<file path="src/sv/signed_int_to_decimal_ascii_macros.svh">
// ----------------------------------------------------------------------------
// signed_int_to_decimal_ascii assertion macros
// Shared concurrent assertion forms, clocked on clk and disabled in reset.
// ----------------------------------------------------------------------------
`ifndef SIGNED_INT_TO_DECIMAL_ASCII_MACROS_SVH
`define SIGNED_INT_TO_DECIMAL_ASCII_MACROS_SVH

// property must hold at every clock edge out of reset
`define SITDA_ASSERT(label, prop, msg) \
  label: assert property (@(posedge clk) disable iff (rst) (prop)) else $error(msg);

// condition must never be seen out of reset
`define SITDA_NEVER(label, cond, msg) \
  label: assert property (@(posedge clk) disable iff (rst) !(cond)) else $error(msg);

`endif

</file>
<file path="src/sv/sitda_pkg.sv">
// ----------------------------------------------------------------------------
// sitda_pkg
// Widths, character codes, control/status types and the BCD adjust function.
// ----------------------------------------------------------------------------
package sitda_pkg;

  localparam int VALUE_BITS = 32;
  // decimal digits needed for any magnitude of VALUE_BITS bits (log10(2) ~ 0.30103)
  localparam int NUM_DIGITS = (VALUE_BITS * 30103) / 100000 + 1;
  localparam int BCD_W      = 4 * NUM_DIGITS;
  localparam int CNT_W      = $clog2(VALUE_BITS);
  localparam int DIG_W      = $clog2(NUM_DIGITS + 1);
  localparam int CHAR_W     = 6;

  localparam logic [CHAR_W-1:0] CH_ZERO  = CHAR_W'(48);
  localparam logic [CHAR_W-1:0] CH_MINUS = CHAR_W'(45);
  localparam logic [CHAR_W-1:0] CH_NINE  = CHAR_W'(57);

  typedef logic signed [VALUE_BITS-1:0] value_t;
  typedef logic [CHAR_W-1:0]            char_t;

  typedef struct packed {
    logic load;        // capture a new value
    logic step;        // one shift-add-3 step
    logic skip;        // drop a leading zero digit
    logic emit_sign;   // load '-' into the output register
    logic emit_digit;  // load the top digit into the output register
  } sitda_cmd_t;

  typedef struct packed {
    logic conv_last;   // this step is the final conversion step
    logic top_zero;    // top digit is zero
    logic one_left;    // only one digit remains
    logic negative;    // captured value is negative
    logic out_free;    // output register can take a character this cycle
  } sitda_stat_t;

  // add 3 to every digit of 5 or more before the next left shift
  function automatic logic [BCD_W-1:0] bcd_adjust(input logic [BCD_W-1:0] b);
    logic [BCD_W-1:0] r;
    r = b;
    for (int i = 0; i < NUM_DIGITS; i++) begin
      if (b[4*i +: 4] >= 4'd5) begin
        r[4*i +: 4] = b[4*i +: 4] + 4'd3;
      end
    end
    return r;
  endfunction

endpackage

</file>
<file path="src/sv/sitda_ctrl.sv">
// ----------------------------------------------------------------------------
// sitda_ctrl
// Sequencer: capture, serial binary-to-BCD conversion, leading zero skip,
// sign and digit emission.
// ----------------------------------------------------------------------------
module sitda_ctrl
  import sitda_pkg::*;
(
  input  logic        clk,
  input  logic        rst,
  input  logic        in_valid,
  output logic        in_ready,
  input  sitda_stat_t stat,
  output sitda_cmd_t  cmd
);

  typedef enum logic [4:0] {
    ST_IDLE = 5'b00001,
    ST_CONV = 5'b00010,
    ST_SKIP = 5'b00100,
    ST_SIGN = 5'b01000,
    ST_EMIT = 5'b10000
  } state_t;

  state_t state;
  state_t state_next;

  always_ff @(posedge clk) begin
    if (rst) begin
      state <= ST_IDLE;
    end else begin
      state <= state_next;
    end
  end

  always_comb begin
    state_next = state;
    cmd        = '0;
    in_ready   = 1'b0;
    unique case (state)
      ST_IDLE: begin
        in_ready = 1'b1;
        if (in_valid) begin
          cmd.load   = 1'b1;
          state_next = ST_CONV;
        end
      end
      ST_CONV: begin
        cmd.step = 1'b1;
        if (stat.conv_last) begin
          state_next = ST_SKIP;
        end
      end
      ST_SKIP: begin
        if (stat.top_zero && !stat.one_left) begin
          cmd.skip = 1'b1;
        end else if (stat.negative) begin
          state_next = ST_SIGN;
        end else begin
          state_next = ST_EMIT;
        end
      end
      ST_SIGN: begin
        if (stat.out_free) begin
          cmd.emit_sign = 1'b1;
          state_next    = ST_EMIT;
        end
      end
      ST_EMIT: begin
        if (stat.out_free) begin
          cmd.emit_digit = 1'b1;
          if (stat.one_left) begin
            state_next = ST_IDLE;
          end
        end
      end
      default: begin
        state_next = ST_IDLE;
      end
    endcase
  end

endmodule

</file>
<file path="config.mk">
export PLATFORM = sky130hd
export DESIGN_NAME = sitda_ctrl
export DESIGN_NICKNAME = d
export VERILOG_FILES = /design/src/sv/signed_int_to_decimal_ascii_macros.svh /design/src/sv/sitda_pkg.sv /design/src/sv/sitda_ctrl.sv
export SDC_FILE = /design/constraint.sdc
export NUM_CORES = 1
export LEC_CHECK = 0
export BUFFER_PORTS_ARGS = -buffer_cell sky130_fd_sc_hd__buf_2
export CORE_MARGIN = 5
export CORE_UTILIZATION = 25
export DETAILED_ROUTE_END_ITERATION = 16
export GPL_TIMING_DRIVEN = 0
export PLACE_DENSITY = 0.54
export SETUP_SLACK_MARGIN = 0.05
export SYNTH_ARGS = -nofsm -noshare
export SYNTH_HDL_FRONTEND = slang
export SYNTH_SLANG_ARGS = --single-unit
</file>
<file path="constraint.sdc">
create_clock -name clk -period 1.3 [get_ports clk]
set_input_delay 0.26 -clock clk [delete_from_list [all_inputs] [get_ports clk]]
set_output_delay 0.26 -clock clk [all_outputs]
set_load 0.03 [all_outputs]
</file>
After elaboration in Yosys (flattened, before gate mapping)
Index checks and enable logic that the tools add are counted.
W data, S select, Z words.
{"block": "totals", "register_bits": 5, "in_bits": 8, "out_inout_bits": 6, "wordCells": 32}
{"block": "classes", "eq_ne": 11, "mux": 17, "reduce_logical": 3}
{"operator": "$mux W5", "n": 7}
{"operator": "$pmux W5 S5", "n": 1}
{"operator": "$ne A2 B2 Y1 const B", "n": 6}
{"operator": "$mux W1", "n": 9}
{"operator": "$reduce_and A6 Y1", "n": 1}
{"operator": "$eq A5 B1 Y1 const B", "n": 1}
{"operator": "$eq A5 B2 Y1 const B", "n": 1}
{"operator": "$eq A5 B3 Y1 const B", "n": 1}
{"operator": "$eq A5 B4 Y1 const B", "n": 1}
{"operator": "$eq A5 B5 Y1 const B", "n": 1}
{"operator": "$logic_and A1 B1 Y1", "n": 1}
{"operator": "$logic_not A1 Y1", "n": 1}

Longest topological paths before layout
{"block": "depth", "depth_word": 4, "depth_mapped": 6, "mapped_depth_nobuf": 5}

Least setup slack after synthesis
OpenSTA, ideal clock, no wires.
{"block": "synth_timing", "kind": "register -> output", "startpoint": "register state[4]", "endpoint": "output port cmd[4] (netlist bit)", "arrival_time_ps": 1320, "required_time_ps": 1040, "path_slack_ps": -280, "stages_incl_launch_ff": 6, "n_path_buf": 1, "cell_sequence": "dfxtp_1 buf_6 nor3_2 nand3_1 inv_1 and2_1"}
{"item": "start, declared", "line_no": "sitda_ctrl.sv:25", "text": "state_t state;"}
{"item": "start signal, assigned", "line_no": "sitda_ctrl.sv:32", "text": "state <= state_next;"}
{"item": "end, declared", "line_no": "sitda_ctrl.sv:14", "text": "output sitda_cmd_t cmd"}

==> flow_summary_export.csv <==
group,metric,value,unit
synthesis,synth.cell_area,439,um^2
synthesis,ys_ff_latch,5,
layout,top_register,"state",
cts,cts_hold_buffers,0,
layout,drive_above_1_share,0.667,
sta,worst_slack,-0.319,ns
setup_path,critPathArrivalTime,1.36,ns
power,p_comb_frac,0.445,
floorplanning,initial_core_util,0.260,
place,pre_cts_ws,-0.128,ns
global_routing,grt_pass1_wl,2.03,mm
power,ir_drop,0.269,mV
floorplanning,top_level_ports,14,
setup_path,critPathTopFamily,"simple AND/OR/NAND/NOR gates",
setup_path,critPathMaxStageDelay,0.31,ns
global_routing,antenna_found_initial,0,
place,dp_hpwl,828,um
setup_path,r2r-start,"state[3]$_SDFFE_PP0P_",
power,pwr-share-seq,0.271,
power,pwr-share-clk,0.284,
sta,skew,0.00155,ns
layout,multi_input_area,348,um^2
place,portBuffers,13,
cts,root_buffer,"clkbuf_4",
power,fin_total_pwr,0.000622,W
layout,diodes,0,
setup_path,reg2reg_to,"state[3]$_SDFFE_PP0P_",
sta,relSlewSlack,0.799,
sta,setup_violations,10,
outcome,status,"complete, but fails checks",
sta,slew_viol_final,0,
sta,hold_viol,0,
power,swShare,0.324,
layout,area_delta_synth_final,78.9,%
layout,largest_registers,"state x5",
synthesis,ys_types,32,
layout,num-nets-final,90,
global_routing,track_usage,0.103,
global_routing,grt_pass1_vias,486,
worst_hold_path,hp-start,"rst",
sta,worst_hold_slack,0.279,ns
run,cap_violations,0,
sta,fmax,0.618,GHz
setup_path,critPathLaunchType,"register",
floorplanning,die_w,51.9,um
global_routing,grt.overflow.total,0,
setup_path,path_buf_inv,3,
detailed_routing,vias,490,
setup_path,criticalPathCategory,"register to output port",
detailed_routing,dr.pass1.iters,3,
synthesis,ys_seq_area_frac,0.228,
detailed_routing,routedWlPerCell,13.4,um
synthesis,syn_inst,51,
floorplanning,row_count,15,
synthesis,synth_area_per_cell,8.61,um^2
setup_path,ff2ff_setup_slack,-0.27,ns
cts,clockBufferDepth,2,
layout,register_area,105,um^2
setup_path,crit_chain,"buf_8 > buf_4 > nor4_2 > and3_4 > buf_6",
cts,cts_tree,"built",
layout,n_fill_cell,161,
cts,clk_pin_slew,0.04,ns
detailed_routing,ant_nets,0,
setup_path,path_max_fanout,5,
detailed_routing,vias_per_cell,5.00,
cts,htree_levels,1,
cts,cts_buffers,3,
detailed_routing,drc,0,
synthesis,syn_nets,59,
power,total_leakage_power,0.384,nW
floorplanning,die_h,51.9,um
sta,worstMarginPinSlew,0.299,ns
setup_path,cp_slowest_cell,"dfxtp_2",
floorplanning,core_area,1690,um^2
setup_path,end_kind,"output port",
power,p_int,0.000420,W
worst_hold_path,hold-path-cell-count,2,
power,switchingPower,0.000202,W
layout,final_util,0.465,
layout,largest_register_ffs,5,
sta,rsz0062_at_grt,"yes",
sta,layout_min_cycle_time,1.62,ns
global_routing,grt_max_degree,11,
layout,layout_common_cells,"buf_6, buf_4, buf_2",
synthesis,synth_warnings,0,
floorplanning,dieArea,2690,um^2
detailed_routing,wirelength,1.32,mm
sta,finalCritPeriodShare,1.25,
setup_path,r2r_cells,7,
worst_hold_path,hp-class,"input port to register",
worst_hold_path,min_to,"state[2]$_SDFFE_PP0P_",
setup_path,required,1.04,ns
place,finalWeightedCongestion,0.731,
outcome,violations,"setup timing",
cts,cts.sinks,5,
detailed_routing,drt_iter0_markers,3,
power,pwr_density_cell,791,nW/um^2
cts,clk_latency,0.24,ns
==> worst max-delay path by stage <==
stage | endpoint | startpoint | depth (start not counted) | slack, ns
2_1_floorplan | state[0]$_SDFFE_PP1P_ | state[3]$_SDFFE_PP0P_ | 5 | -0.03
3_3_place_gp | cmd[2] | state[3]$_SDFFE_PP0P_ | 5 | -0.14
3_5_place_dp | cmd[2] | state[3]$_SDFFE_PP0P_ | 5 | -0.13
4_1_cts | cmd[4] | state[1]$_SDFFE_PP0P_ | 6 | -0.31
5_1_grt | cmd[2] | state[3]$_SDFFE_PP0P_ | 5 | -0.41
6_report | cmd[0] | state[3]$_SDFFE_PP0P_ | 5 | -0.32
==> repair_timing <==
action                                  in CTS  in global routing
cloned                                       0                  1
gates resized for setup                     22                  8
setup buffers                                7                  5
endpoints found under the setup margin      10                 11
pin swaps                                    9                  7
==> kinds of logic after synthesis <==
family | after synthesis | share of synthesized area
mux | 2 | 0.0456
flops | 5 | 0.228
buf+inv | 10 | 0.140
compound gates | 9 | 0.157
simple gates | 23 | 0.390
xor+xnor | 2 | 0.0399
==> synthesized netlist by cell type <==
cell / count / area, um^2
o21a_1: 1 / 7.51
xor2_1: 2 / 17.5
a21oi_2: 1 / 8.76
buf_2: 2 / 10.0
o2111ai_2: 1 / 15.0
o22ai_1: 1 / 6.26
nand2_1: 3 / 11.3
buf_4: 1 / 7.51
and4b_2: 1 / 11.3
nand3b_1: 1 / 7.51
nand4b_2: 1 / 15.0
nor2_1: 2 / 7.51
nor4_1: 3 / 18.8
nor3_1: 1 / 5.00
and2_1: 1 / 6.26
inv_4: 1 / 6.26
dfxtp_1: 5 / 100
and3_1: 1 / 6.26
nor3b_1: 3 / 22.5
inv_1: 4 / 15.0
o211ai_1: 1 / 7.51
o21ai_1: 1 / 5.00
o221ai_1: 1 / 8.76
nor3_2: 1 / 10.0
buf_6: 2 / 22.5
nand3_1: 1 / 5.00
o21ai_0: 2 / 10.0
nor4_4: 1 / 21.3
mux2i_1: 2 / 20.0
nand2b_1: 1 / 6.26
nand4_1: 1 / 6.26
or4_4: 1 / 11.3
==> power by group through the flow <==
stage / Sequential [W] / Combinational, W / Clock (W)
5_1_grt: 0.000169 / 0.000295 / 0.000201
4_1_cts: 0.000168 / 0.000254 / 0.000185
2_1_floorplan: 0.000169 / 0.000142 / 0
3_3_place_gp: 0.000170 / 0.000183 / 0
3_5_place_dp: 0.000170 / 0.000184 / 0
6_report: 0.000168 / 0.000277 / 0.000177
==> stage by stage <==
step,instances,instance area (um^2),TNS [ns]
after floorplan,51,460,-0.0403
after global placement,81,547,-0.764
after detailed placement,81,547,-0.733
after CTS,92,719,-2.17
after global routing,98,786,-3.35
final,98,786,-2.43
==> area by class of cell <==
type                    count  area share
multi-input cells          36       0.443
plain buffers               5      0.0764
repair buffers             26       0.256
inverters                   5      0.0303
flip-flops and latches      5       0.134
clock buffers               4      0.0334
well taps                  17      0.0271
==> metal layers <==
metal,vias up,global-route usage,share of wire
met1,233,0.113,0.42
met3,2,0.00287,0.015
met4,0,0.0917,0.011
met2,6,0.178,0.55
met5,-,0,0
li1,249,-,-
Note: power is estimated with default switching activity, not from simulation.
