--- config.mk ---
export PLATFORM = sky130hd
export DESIGN_NAME = sitda_dp
export DESIGN_NICKNAME = d
export VERILOG_FILES = /design/src/sv/signed_int_to_decimal_ascii_macros.svh /design/src/sv/sitda_pkg.sv /design/src/sv/sitda_dp.sv
export SDC_FILE = /design/constraint.sdc
export NUM_CORES = 1
export LEC_CHECK = 0
export ABC_AREA = 1
export BUFFER_PORTS_ARGS = -buffer_cell sky130_fd_sc_hd__buf_2
export CORE_MARGIN = 4
export CORE_UTILIZATION = 37
export DETAILED_ROUTE_END_ITERATION = 12
export GPL_TIMING_DRIVEN = 0
export PLACE_DENSITY_LB_ADDON = 0.1
export SKIP_LAST_GASP = 1
export SYNTH_ARGS = -nofsm -noshare
export SYNTH_HDL_FRONTEND = slang
export SYNTH_SLANG_ARGS = --single-unit
--- constraint.sdc ---
create_clock -name clk -period 1.6 [get_ports clk]
set_input_delay 0.08 -clock clk [delete_from_list [all_inputs] [get_ports clk]]
set_output_delay 0.08 -clock clk [all_outputs]
set_load 0.05 [all_outputs]
--- src/sv/signed_int_to_decimal_ascii_macros.svh ---
// ----------------------------------------------------------------------------
// signed_int_to_decimal_ascii assertion macros
// Shared concurrent assertion forms, clocked on clk and disabled in reset.
// ----------------------------------------------------------------------------
`ifndef SIGNED_INT_TO_DECIMAL_ASCII_MACROS_SVH
`define SIGNED_INT_TO_DECIMAL_ASCII_MACROS_SVH

// property must hold at every clock edge out of reset
`define SITDA_ASSERT(label, prop, msg) \
  label: assert property (@(posedge clk) disable iff (rst) (prop)) else $error(msg);

// condition must never be seen out of reset
`define SITDA_NEVER(label, cond, msg) \
  label: assert property (@(posedge clk) disable iff (rst) !(cond)) else $error(msg);

`endif

--- src/sv/sitda_pkg.sv ---
// ----------------------------------------------------------------------------
// sitda_pkg
// Widths, character codes, control/status types and the BCD adjust function.
// ----------------------------------------------------------------------------
package sitda_pkg;

  localparam int VALUE_BITS = 32;
  // decimal digits needed for any magnitude of VALUE_BITS bits (log10(2) ~ 0.30103)
  localparam int NUM_DIGITS = (VALUE_BITS * 30103) / 100000 + 1;
  localparam int BCD_W      = 4 * NUM_DIGITS;
  localparam int CNT_W      = $clog2(VALUE_BITS);
  localparam int DIG_W      = $clog2(NUM_DIGITS + 1);
  localparam int CHAR_W     = 6;

  localparam logic [CHAR_W-1:0] CH_ZERO  = CHAR_W'(48);
  localparam logic [CHAR_W-1:0] CH_MINUS = CHAR_W'(45);
  localparam logic [CHAR_W-1:0] CH_NINE  = CHAR_W'(57);

  typedef logic signed [VALUE_BITS-1:0] value_t;
  typedef logic [CHAR_W-1:0]            char_t;

  typedef struct packed {
    logic load;        // capture a new value
    logic step;        // one shift-add-3 step
    logic skip;        // drop a leading zero digit
    logic emit_sign;   // load '-' into the output register
    logic emit_digit;  // load the top digit into the output register
  } sitda_cmd_t;

  typedef struct packed {
    logic conv_last;   // this step is the final conversion step
    logic top_zero;    // top digit is zero
    logic one_left;    // only one digit remains
    logic negative;    // captured value is negative
    logic out_free;    // output register can take a character this cycle
  } sitda_stat_t;

  // add 3 to every digit of 5 or more before the next left shift
  function automatic logic [BCD_W-1:0] bcd_adjust(input logic [BCD_W-1:0] b);
    logic [BCD_W-1:0] r;
    r = b;
    for (int i = 0; i < NUM_DIGITS; i++) begin
      if (b[4*i +: 4] >= 4'd5) begin
        r[4*i +: 4] = b[4*i +: 4] + 4'd3;
      end
    end
    return r;
  endfunction

endpackage

--- src/sv/sitda_dp.sv ---
// ----------------------------------------------------------------------------
// sitda_dp
// Datapath: magnitude shifter, BCD register, digit counters and the
// output character register.
// ----------------------------------------------------------------------------
module sitda_dp
  import sitda_pkg::*;
(
  input  logic        clk,
  input  logic        rst,
  input  value_t      value,
  input  sitda_cmd_t  cmd,
  output sitda_stat_t stat,
  output logic        out_valid,
  input  logic        out_ready,
  output char_t       character,
  output logic        last
);

  logic [VALUE_BITS-1:0] value_u;
  logic [VALUE_BITS-1:0] mag;
  logic [BCD_W-1:0]      bcd;
  logic [BCD_W-1:0]      bcd_adj;
  logic [CNT_W-1:0]      bit_cnt;
  logic [DIG_W-1:0]      dig_cnt;
  logic                  negative;
  logic [3:0]            top_digit;

  assign value_u   = $unsigned(value);
  assign top_digit = bcd[BCD_W-1 -: 4];
  assign bcd_adj   = bcd_adjust(bcd);

  always_ff @(posedge clk) begin
    if (cmd.load) begin
      negative <= value_u[VALUE_BITS-1];
      mag      <= value_u[VALUE_BITS-1] ? (~value_u + VALUE_BITS'(1)) : value_u;
      bcd      <= '0;
      bit_cnt  <= '0;
      dig_cnt  <= DIG_W'(NUM_DIGITS);
    end else if (cmd.step) begin
      mag     <= {mag[VALUE_BITS-2:0], 1'b0};
      bcd     <= {bcd_adj[BCD_W-2:0], mag[VALUE_BITS-1]};
      bit_cnt <= bit_cnt + CNT_W'(1);
    end else if (cmd.skip || cmd.emit_digit) begin
      bcd     <= {bcd[BCD_W-5:0], 4'd0};
      dig_cnt <= dig_cnt - DIG_W'(1);
    end
  end

  // output register, freed by a transfer on the output side
  always_ff @(posedge clk) begin
    if (rst) begin
      out_valid <= 1'b0;
    end else if (cmd.emit_sign || cmd.emit_digit) begin
      out_valid <= 1'b1;
    end else if (out_ready) begin
      out_valid <= 1'b0;
    end
  end

  always_ff @(posedge clk) begin
    if (cmd.emit_sign) begin
      character <= CH_MINUS;
      last      <= 1'b0;
    end else if (cmd.emit_digit) begin
      character <= CH_ZERO + CHAR_W'(top_digit);
      last      <= (dig_cnt == DIG_W'(1));
    end
  end

  always_comb begin
    stat.conv_last = (bit_cnt == CNT_W'(VALUE_BITS - 1));
    stat.top_zero  = (top_digit == 4'd0);
    stat.one_left  = (dig_cnt == DIG_W'(1));
    stat.negative  = negative;
    stat.out_free  = !out_valid || out_ready;
  end

endmodule
======== Yosys cells after proc, flatten, opt, wreduce, memory -nomap -nowiden ========
Index checks and enable logic that the tools add are counted.
storage, ports and cells
  bits in registers ....................... 90
  input port bits ......................... 40
  output and inout port bits .............. 13
  logic and storage cells ................. 62
operators by class
  $add $sub $neg .......................... 14
  order comparisons ....................... 10
  eq/ne operators ......................... 2
  muxes and demuxes ....................... 17
  bitwise logic cells ..................... 2
  reductions and logical operators ........ 9
operators with widths
  cell                                                 number
  two-way mux 32 bit                                   3
  two-way mux 40 bit                                   2
  >= comparator 4 x 3 -> 1 bit, second input constant  10
  adder 4 x 2 -> 4 bit, second input constant          9
  two-way mux 4 bit                                    9
  adder 32 x 1 -> 32 bit, second input constant        1
  NOT 32 bit                                           1
  adder 5 x 5 -> 6 bit, first input constant           1
  nonzero test 2 bit                                   3
  adder 5 x 1 -> 5 bit, second input constant          1
  equality test 5 bit, second input constant           1
  equality test 4 x 1 -> 1 bit, second input constant  1
  zero test 4 bit                                      1
  subtractor 4 x 1 -> 4 bit, second input constant     1
  adder 3 x 2 -> 3 bit, second input constant          1
  logical OR 1 bit                                     3
  two-way mux 3 bit                                    1
  two-way mux 1 bit                                    2
  AND reduction 2 bit                                  1
  zero test 1 bit                                      1
  NOT 1 bit                                            1

======== Logic depth before layout (Yosys ltp) ========
  depth after elaboration ................. 4
  gate-level depth with buffers ........... 10

======== Worst setup path after synthesis ========
Ideal clock, no wire load.
  kind .................................... input to register
  from .................................... input cmd[4] in the netlist's numbering
  to ...................................... register mag[0], enable pin
  setup time .............................. 0.478 ns
  arrival time ............................ 1.188 ns
  data required time ...................... 1.122 ns
  path slack .............................. -0.066 ns
  stages .................................. 4
  buffers on the path ..................... 2
  cells stage by stage .................... clkbuf_1 > inv_2 > clkbuf_1 > nand2_1
on the way
  cells in the longest elaborated chain, start to end .. 1
ends and longest elaborated chain
  what                          RTL line        RTL
  start: declaration            sitda_dp.sv:12  input sitda_cmd_t cmd,
  nonzero test 2 bit (no line)  n/a
  end signal: assignment        sitda_dp.sv:36  mag <= value_u[VALUE_BITS-1] ? (~value_u + VALUE_BITS'(1)) : value_u;
  end signal: assignment        sitda_dp.sv:41  mag <= {mag[VALUE_BITS-2:0], 1'b0};
  end: declaration              sitda_dp.sv:21  logic [VALUE_BITS-1:0] mag;
No other way between the ends.
A chain may end at the register's enable or synchronous reset.

======== Worst setup path in the final report ========
  from .................................... register bcd[4]
  to ...................................... register bcd[6]
on the way
  cells in the longest elaborated chain, start to end .. 3
  elaborated cells on any way between the ends .. 4
  classes of those cells .................. add/sub: 1; order compare: 1; mux: 2
ends and longest elaborated chain
  what                                                                         RTL line                          RTL
  start: declaration                                                           sitda_dp.sv:22                    logic [BCD_W-1:0] bcd;
  start signal: assignment                                                     sitda_dp.sv:42                    bcd <= {bcd_adj[BCD_W-2:0], mag[VALUE_BITS-1]};
  start signal: assignment                                                     sitda_dp.sv:45                    bcd <= {bcd[BCD_W-5:0], 4'd0};
  adder 4 x 2 -> 4 bit / >= comparator 4 x 3 -> 1 bit (equally long branches)  sitda_pkg.sv:44, sitda_pkg.sv:43
  two-way mux 4 bit (*)                                                        sitda_pkg.sv:43                   if (b[4*i +: 4] >= 4'd5) begin
  two-way mux 40 bit (*)                                                       sitda_dp.sv:40                    end else if (cmd.step) begin
Mark *: on every way between the ends. The rest lies on a longest branch, timed or not.

==> results.py <==
metrics = {
    "run_status": {
        "outcome": "complete, no violations",
    },
    "setup_path": {
        "arrival_ns": 1.77,
        "crit_type": "reg2reg",
        "cpMostUsedCell": "a21oi_1",
        "regToRegSetupSlack_ns": 0.06,
        "timing.rr.start": "bcd[4]",
        "path_max_fanout": 7,
        "worstSetupStartpointType": "register",
        "cpPeakStageDelay_ns": 0.39,
        "reg2reg_depth": 7,
        "cp-end-kind": "register",
        "crit_chain": "inv_1 -> ha_1 -> or2_2 -> nand2_1 -> a21oi_1 -> o21ai_0 -> a21oi_1",
        "crit_required_ns": 1.83,
        "slowest_stage": "dfxtp_4",
        "r2r_end": "bcd[6]",
    },
    "power_and_ir_drop": {
        "ir_drop_mv": 0.497,
        "combPwrFrac_pct": 14.5,
        "power_density_nw_per_um2": 886,
        "p_switching_mw": 1.57,
        "pwr-share-clk_pct": 39.8,
        "swShare_pct": 27.7,
        "power_leakage_nw": 2.57,
        "p_int_mw": 4.10,
        "seqPwrFrac_pct": 45.7,
    },
    "place": {
        "gp_congestion": 0.844,
        "numPortBuffers": 51,
        "dpl.cell_count": 975,
        "dp_hpwl_um": 11000,
    },
    "final_layout": {
        "final_cell_mix": "159 x nand2_1, 80 x inv_1, 66 x o21ai_0, 58 x buf_2",
        "fillCellCount": 1535,
        "drive_gt1_share_pct": 17.5,
        "synthToLayoutAreaGrowth_pct": 16.9,
        "mostFrequentLayoutCell": "nand2_1",
        "n_antenna_cell": 0,
        "fin_nets": 872,
        "finish.utilization_pct": 44.0,
        "final_cells": 996,
    },
    "drt": {
        "viasPerCell": 5.12,
        "antenna_left": 0,
        "totalWireLength_um": 15100,
        "firstDrtPassIters": 4,
        "drt_iter0_markers": 221,
        "routedWlPerCell_um": 15.1,
        "vias": 5098,
        "drc": 0,
    },
    "logic_synthesis": {
        "synth_cell_types": 39,
        "yosysWarnings": 0,
        "synthesis.area_um2": 5470,
        "syn_nets": 805,
        "synth-seq-area-share_pct": 38.6,
        "synth_area_per_cell_um2": 7.39,
        "synth_seq_cells": 89,
        "postSynthCellCount": 740,
    },
    "worst_hold_path": {
        "hold_path_class": "in2reg",
        "worstHoldStart": "value[31]",
        "holdPathEnd": "negative",
        "worstHoldPathCells": 1,
    },
    "clock_network": {
        "cts_tree": "built",
        "path_clk_slew_ns": 0.07,
        "cts.path.max_buffers": 2,
        "cts_sinks": 89,
        "clk_latency_ns": 0.34,
        "post_cts_buffers": 0,
        "htree_num_levels": 3,
        "root_buffer": "clkbuf_16",
        "cts_made_buffers": 9,
    },
    "floorplanning": {
        "dieArea_um2": 16800,
        "num_io_pins": 53,
        "initial_core_util_pct": 37.6,
        "rows": 44,
        "die_x_um": 130,
        "coreArea_um2": 14500,
        "die_y_um": 130,
    },
    "timing": {
        "slew_viol_final": 0,
        "setup_viol": 0,
        "slew_headroom_pct": 56.8,
        "hold_viol": 0,
        "skew_ns": 0.00260,
        "setup_tns_ns": 0,
        "period_share_pct": 96.1,
        "max_freq_mhz": 650,
        "rsz0062_at_grt": "true",
        "tightest_slew_ns": 0.648,
        "min_period_ns": 1.54,
    },
    "global_routing": {
        "grt_pass1_wl_um": 24900,
        "met3_usage_pct": 4.33,
        "top_usage_layer": "met2",
        "overflow": 0,
        "grt_pass1_vias": 5090,
        "grtUsageMet1_pct": 23.4,
        "grt_max_degree": 33,
        "antenna_found_initial": 0,
        "grt_util_all_layers_pct": 18.6,
        "grt_use_met2_pct": 32.0,
    },
    "job": {
        "cap_violations": 0,
    },
}
sequential cells by signal, indices dropped and copies added, names as in the netlist:
signal	cells
bit_cnt	5
character	5
negative	1
out_valid	1
dig_cnt	4
last	1
mag	32
bcd	40
metal layers:
layer	vias up	share of wire, %
li1	2631	-
met1	2348	46
met2	100	49
met3	19	3.5
met4	0	1.8
met5	-	0
through the flow:
step                hold WS, ns  setup slack, ns  area (µm²)  total power [mW]
floorplan                 0.149            0.210        5470              3.17
global placement          0.233           -0.535        5960              3.43
detailed placement        0.240           -0.572        5960              3.45
CTS                     0.00864          0.00677        6340              5.72
global route             0.0304          -0.0384        6390              5.93
finish                   0.0223           0.0620        6390              5.66
logic make-up (layout without fill, tap and decap cells):
family                   count (synthesis)  after routing  share of synthesized area (%)
other                                    1              1                         0.0686
AO/OA/AOI/OAI                          175            175                           17.8
XOR/XNOR                                21             21                           3.36
buffers and inverters                  114            186                           8.90
flip-flops                              89             89                           38.6
AND/OR/NAND/NOR                        315            315                           25.5
adder cells (fa/ha/maj)                 25             25                           5.72
cell usage after synthesis:
cell / n / area share [%]
clkinv_1: 1 / 0.069
xnor2_1: 6 / 0.96
edfxtp_1: 33 / 18
conb_1: 1 / 0.069
nor2_2: 9 / 1.0
buf_2: 8 / 0.73
nand2_2: 5 / 0.57
o21ai_1: 11 / 1.0
buf_6: 5 / 1.0
o22a_1: 3 / 0.48
nand3_1: 58 / 5.3
nor2_1: 45 / 3.1
clkbuf_1: 14 / 0.96
a211oi_1: 1 / 0.14
o211ai_1: 2 / 0.27
nor2_4: 5 / 1.0
and2_1: 2 / 0.23
a21oi_1: 55 / 5.0
a22oi_1: 1 / 0.14
or2_2: 8 / 0.91
o21ai_2: 3 / 0.48
o21bai_1: 1 / 0.14
o31ai_2: 1 / 0.23
nand2_1: 164 / 11
nor4_1: 1 / 0.11
o221ai_1: 7 / 1.1
o22ai_1: 2 / 0.23
or2_4: 1 / 0.16
buf_4: 3 / 0.41
nand4_1: 12 / 1.4
a31oi_1: 21 / 2.4
dfxtp_1: 56 / 20
nor3_1: 4 / 0.37
o21ai_0: 67 / 6.1
xor2_1: 15 / 2.4
or2_0: 1 / 0.11
inv_1: 80 / 5.5
ha_1: 25 / 5.7
inv_2: 3 / 0.21
critical path, delay by kind of cell, from the launching register on:
family                     cells  cell delay, ns
adders and majority gates      1            0.21
buffers and inverters          1            0.05
DFF                            1            0.39
and+or+nand+nor                2            0.46
AOI/OAI and AO/OA              3            0.32
worst max path at each step:
stage | to | from
after floorplan | bcd[22] | bcd[20]
after global placement | mag[4] | cmd[4]
after detailed placement | mag[4] | cmd[4]
after CTS | bcd[14] | bcd[12]
after global routing | bcd[13] | bcd[12]
final | bcd[6] | bcd[4]
cell type report:
cell class                 instances  area [µm²]  area share [%]
buffer                            29         168            2.62
tap                              184         230            3.60
timing repair buffer              57         322            5.03
inverter                          84         315            4.93
multi-input combinational        537        2910            45.5
clock inverter                     6        62.6           0.978
sequential                        89        2130            33.4
clock buffer                      10         250            3.91
power by group through the flow:
stage / combinational (mW) / clock, mW / sequential, mW
after floorplan: 0.516 / 0 / 2.65
after global placement: 0.798 / 0 / 2.64
after detailed placement: 0.813 / 0 / 2.63
after CTS: 0.828 / 2.30 / 2.59
after global routing: 0.925 / 2.40 / 2.60
final: 0.824 / 2.25 / 2.59
timing repair:
item | 4_1_cts | 5_1_grt
gates cloned | 0 | 0
endpoints found under the hold margin | 4 | 0
hold buffers | 6 | 0
setup endpoints to repair | 35 | 48
gates resized for setup | 4 | 25
(Power assumes the default switching activity.)
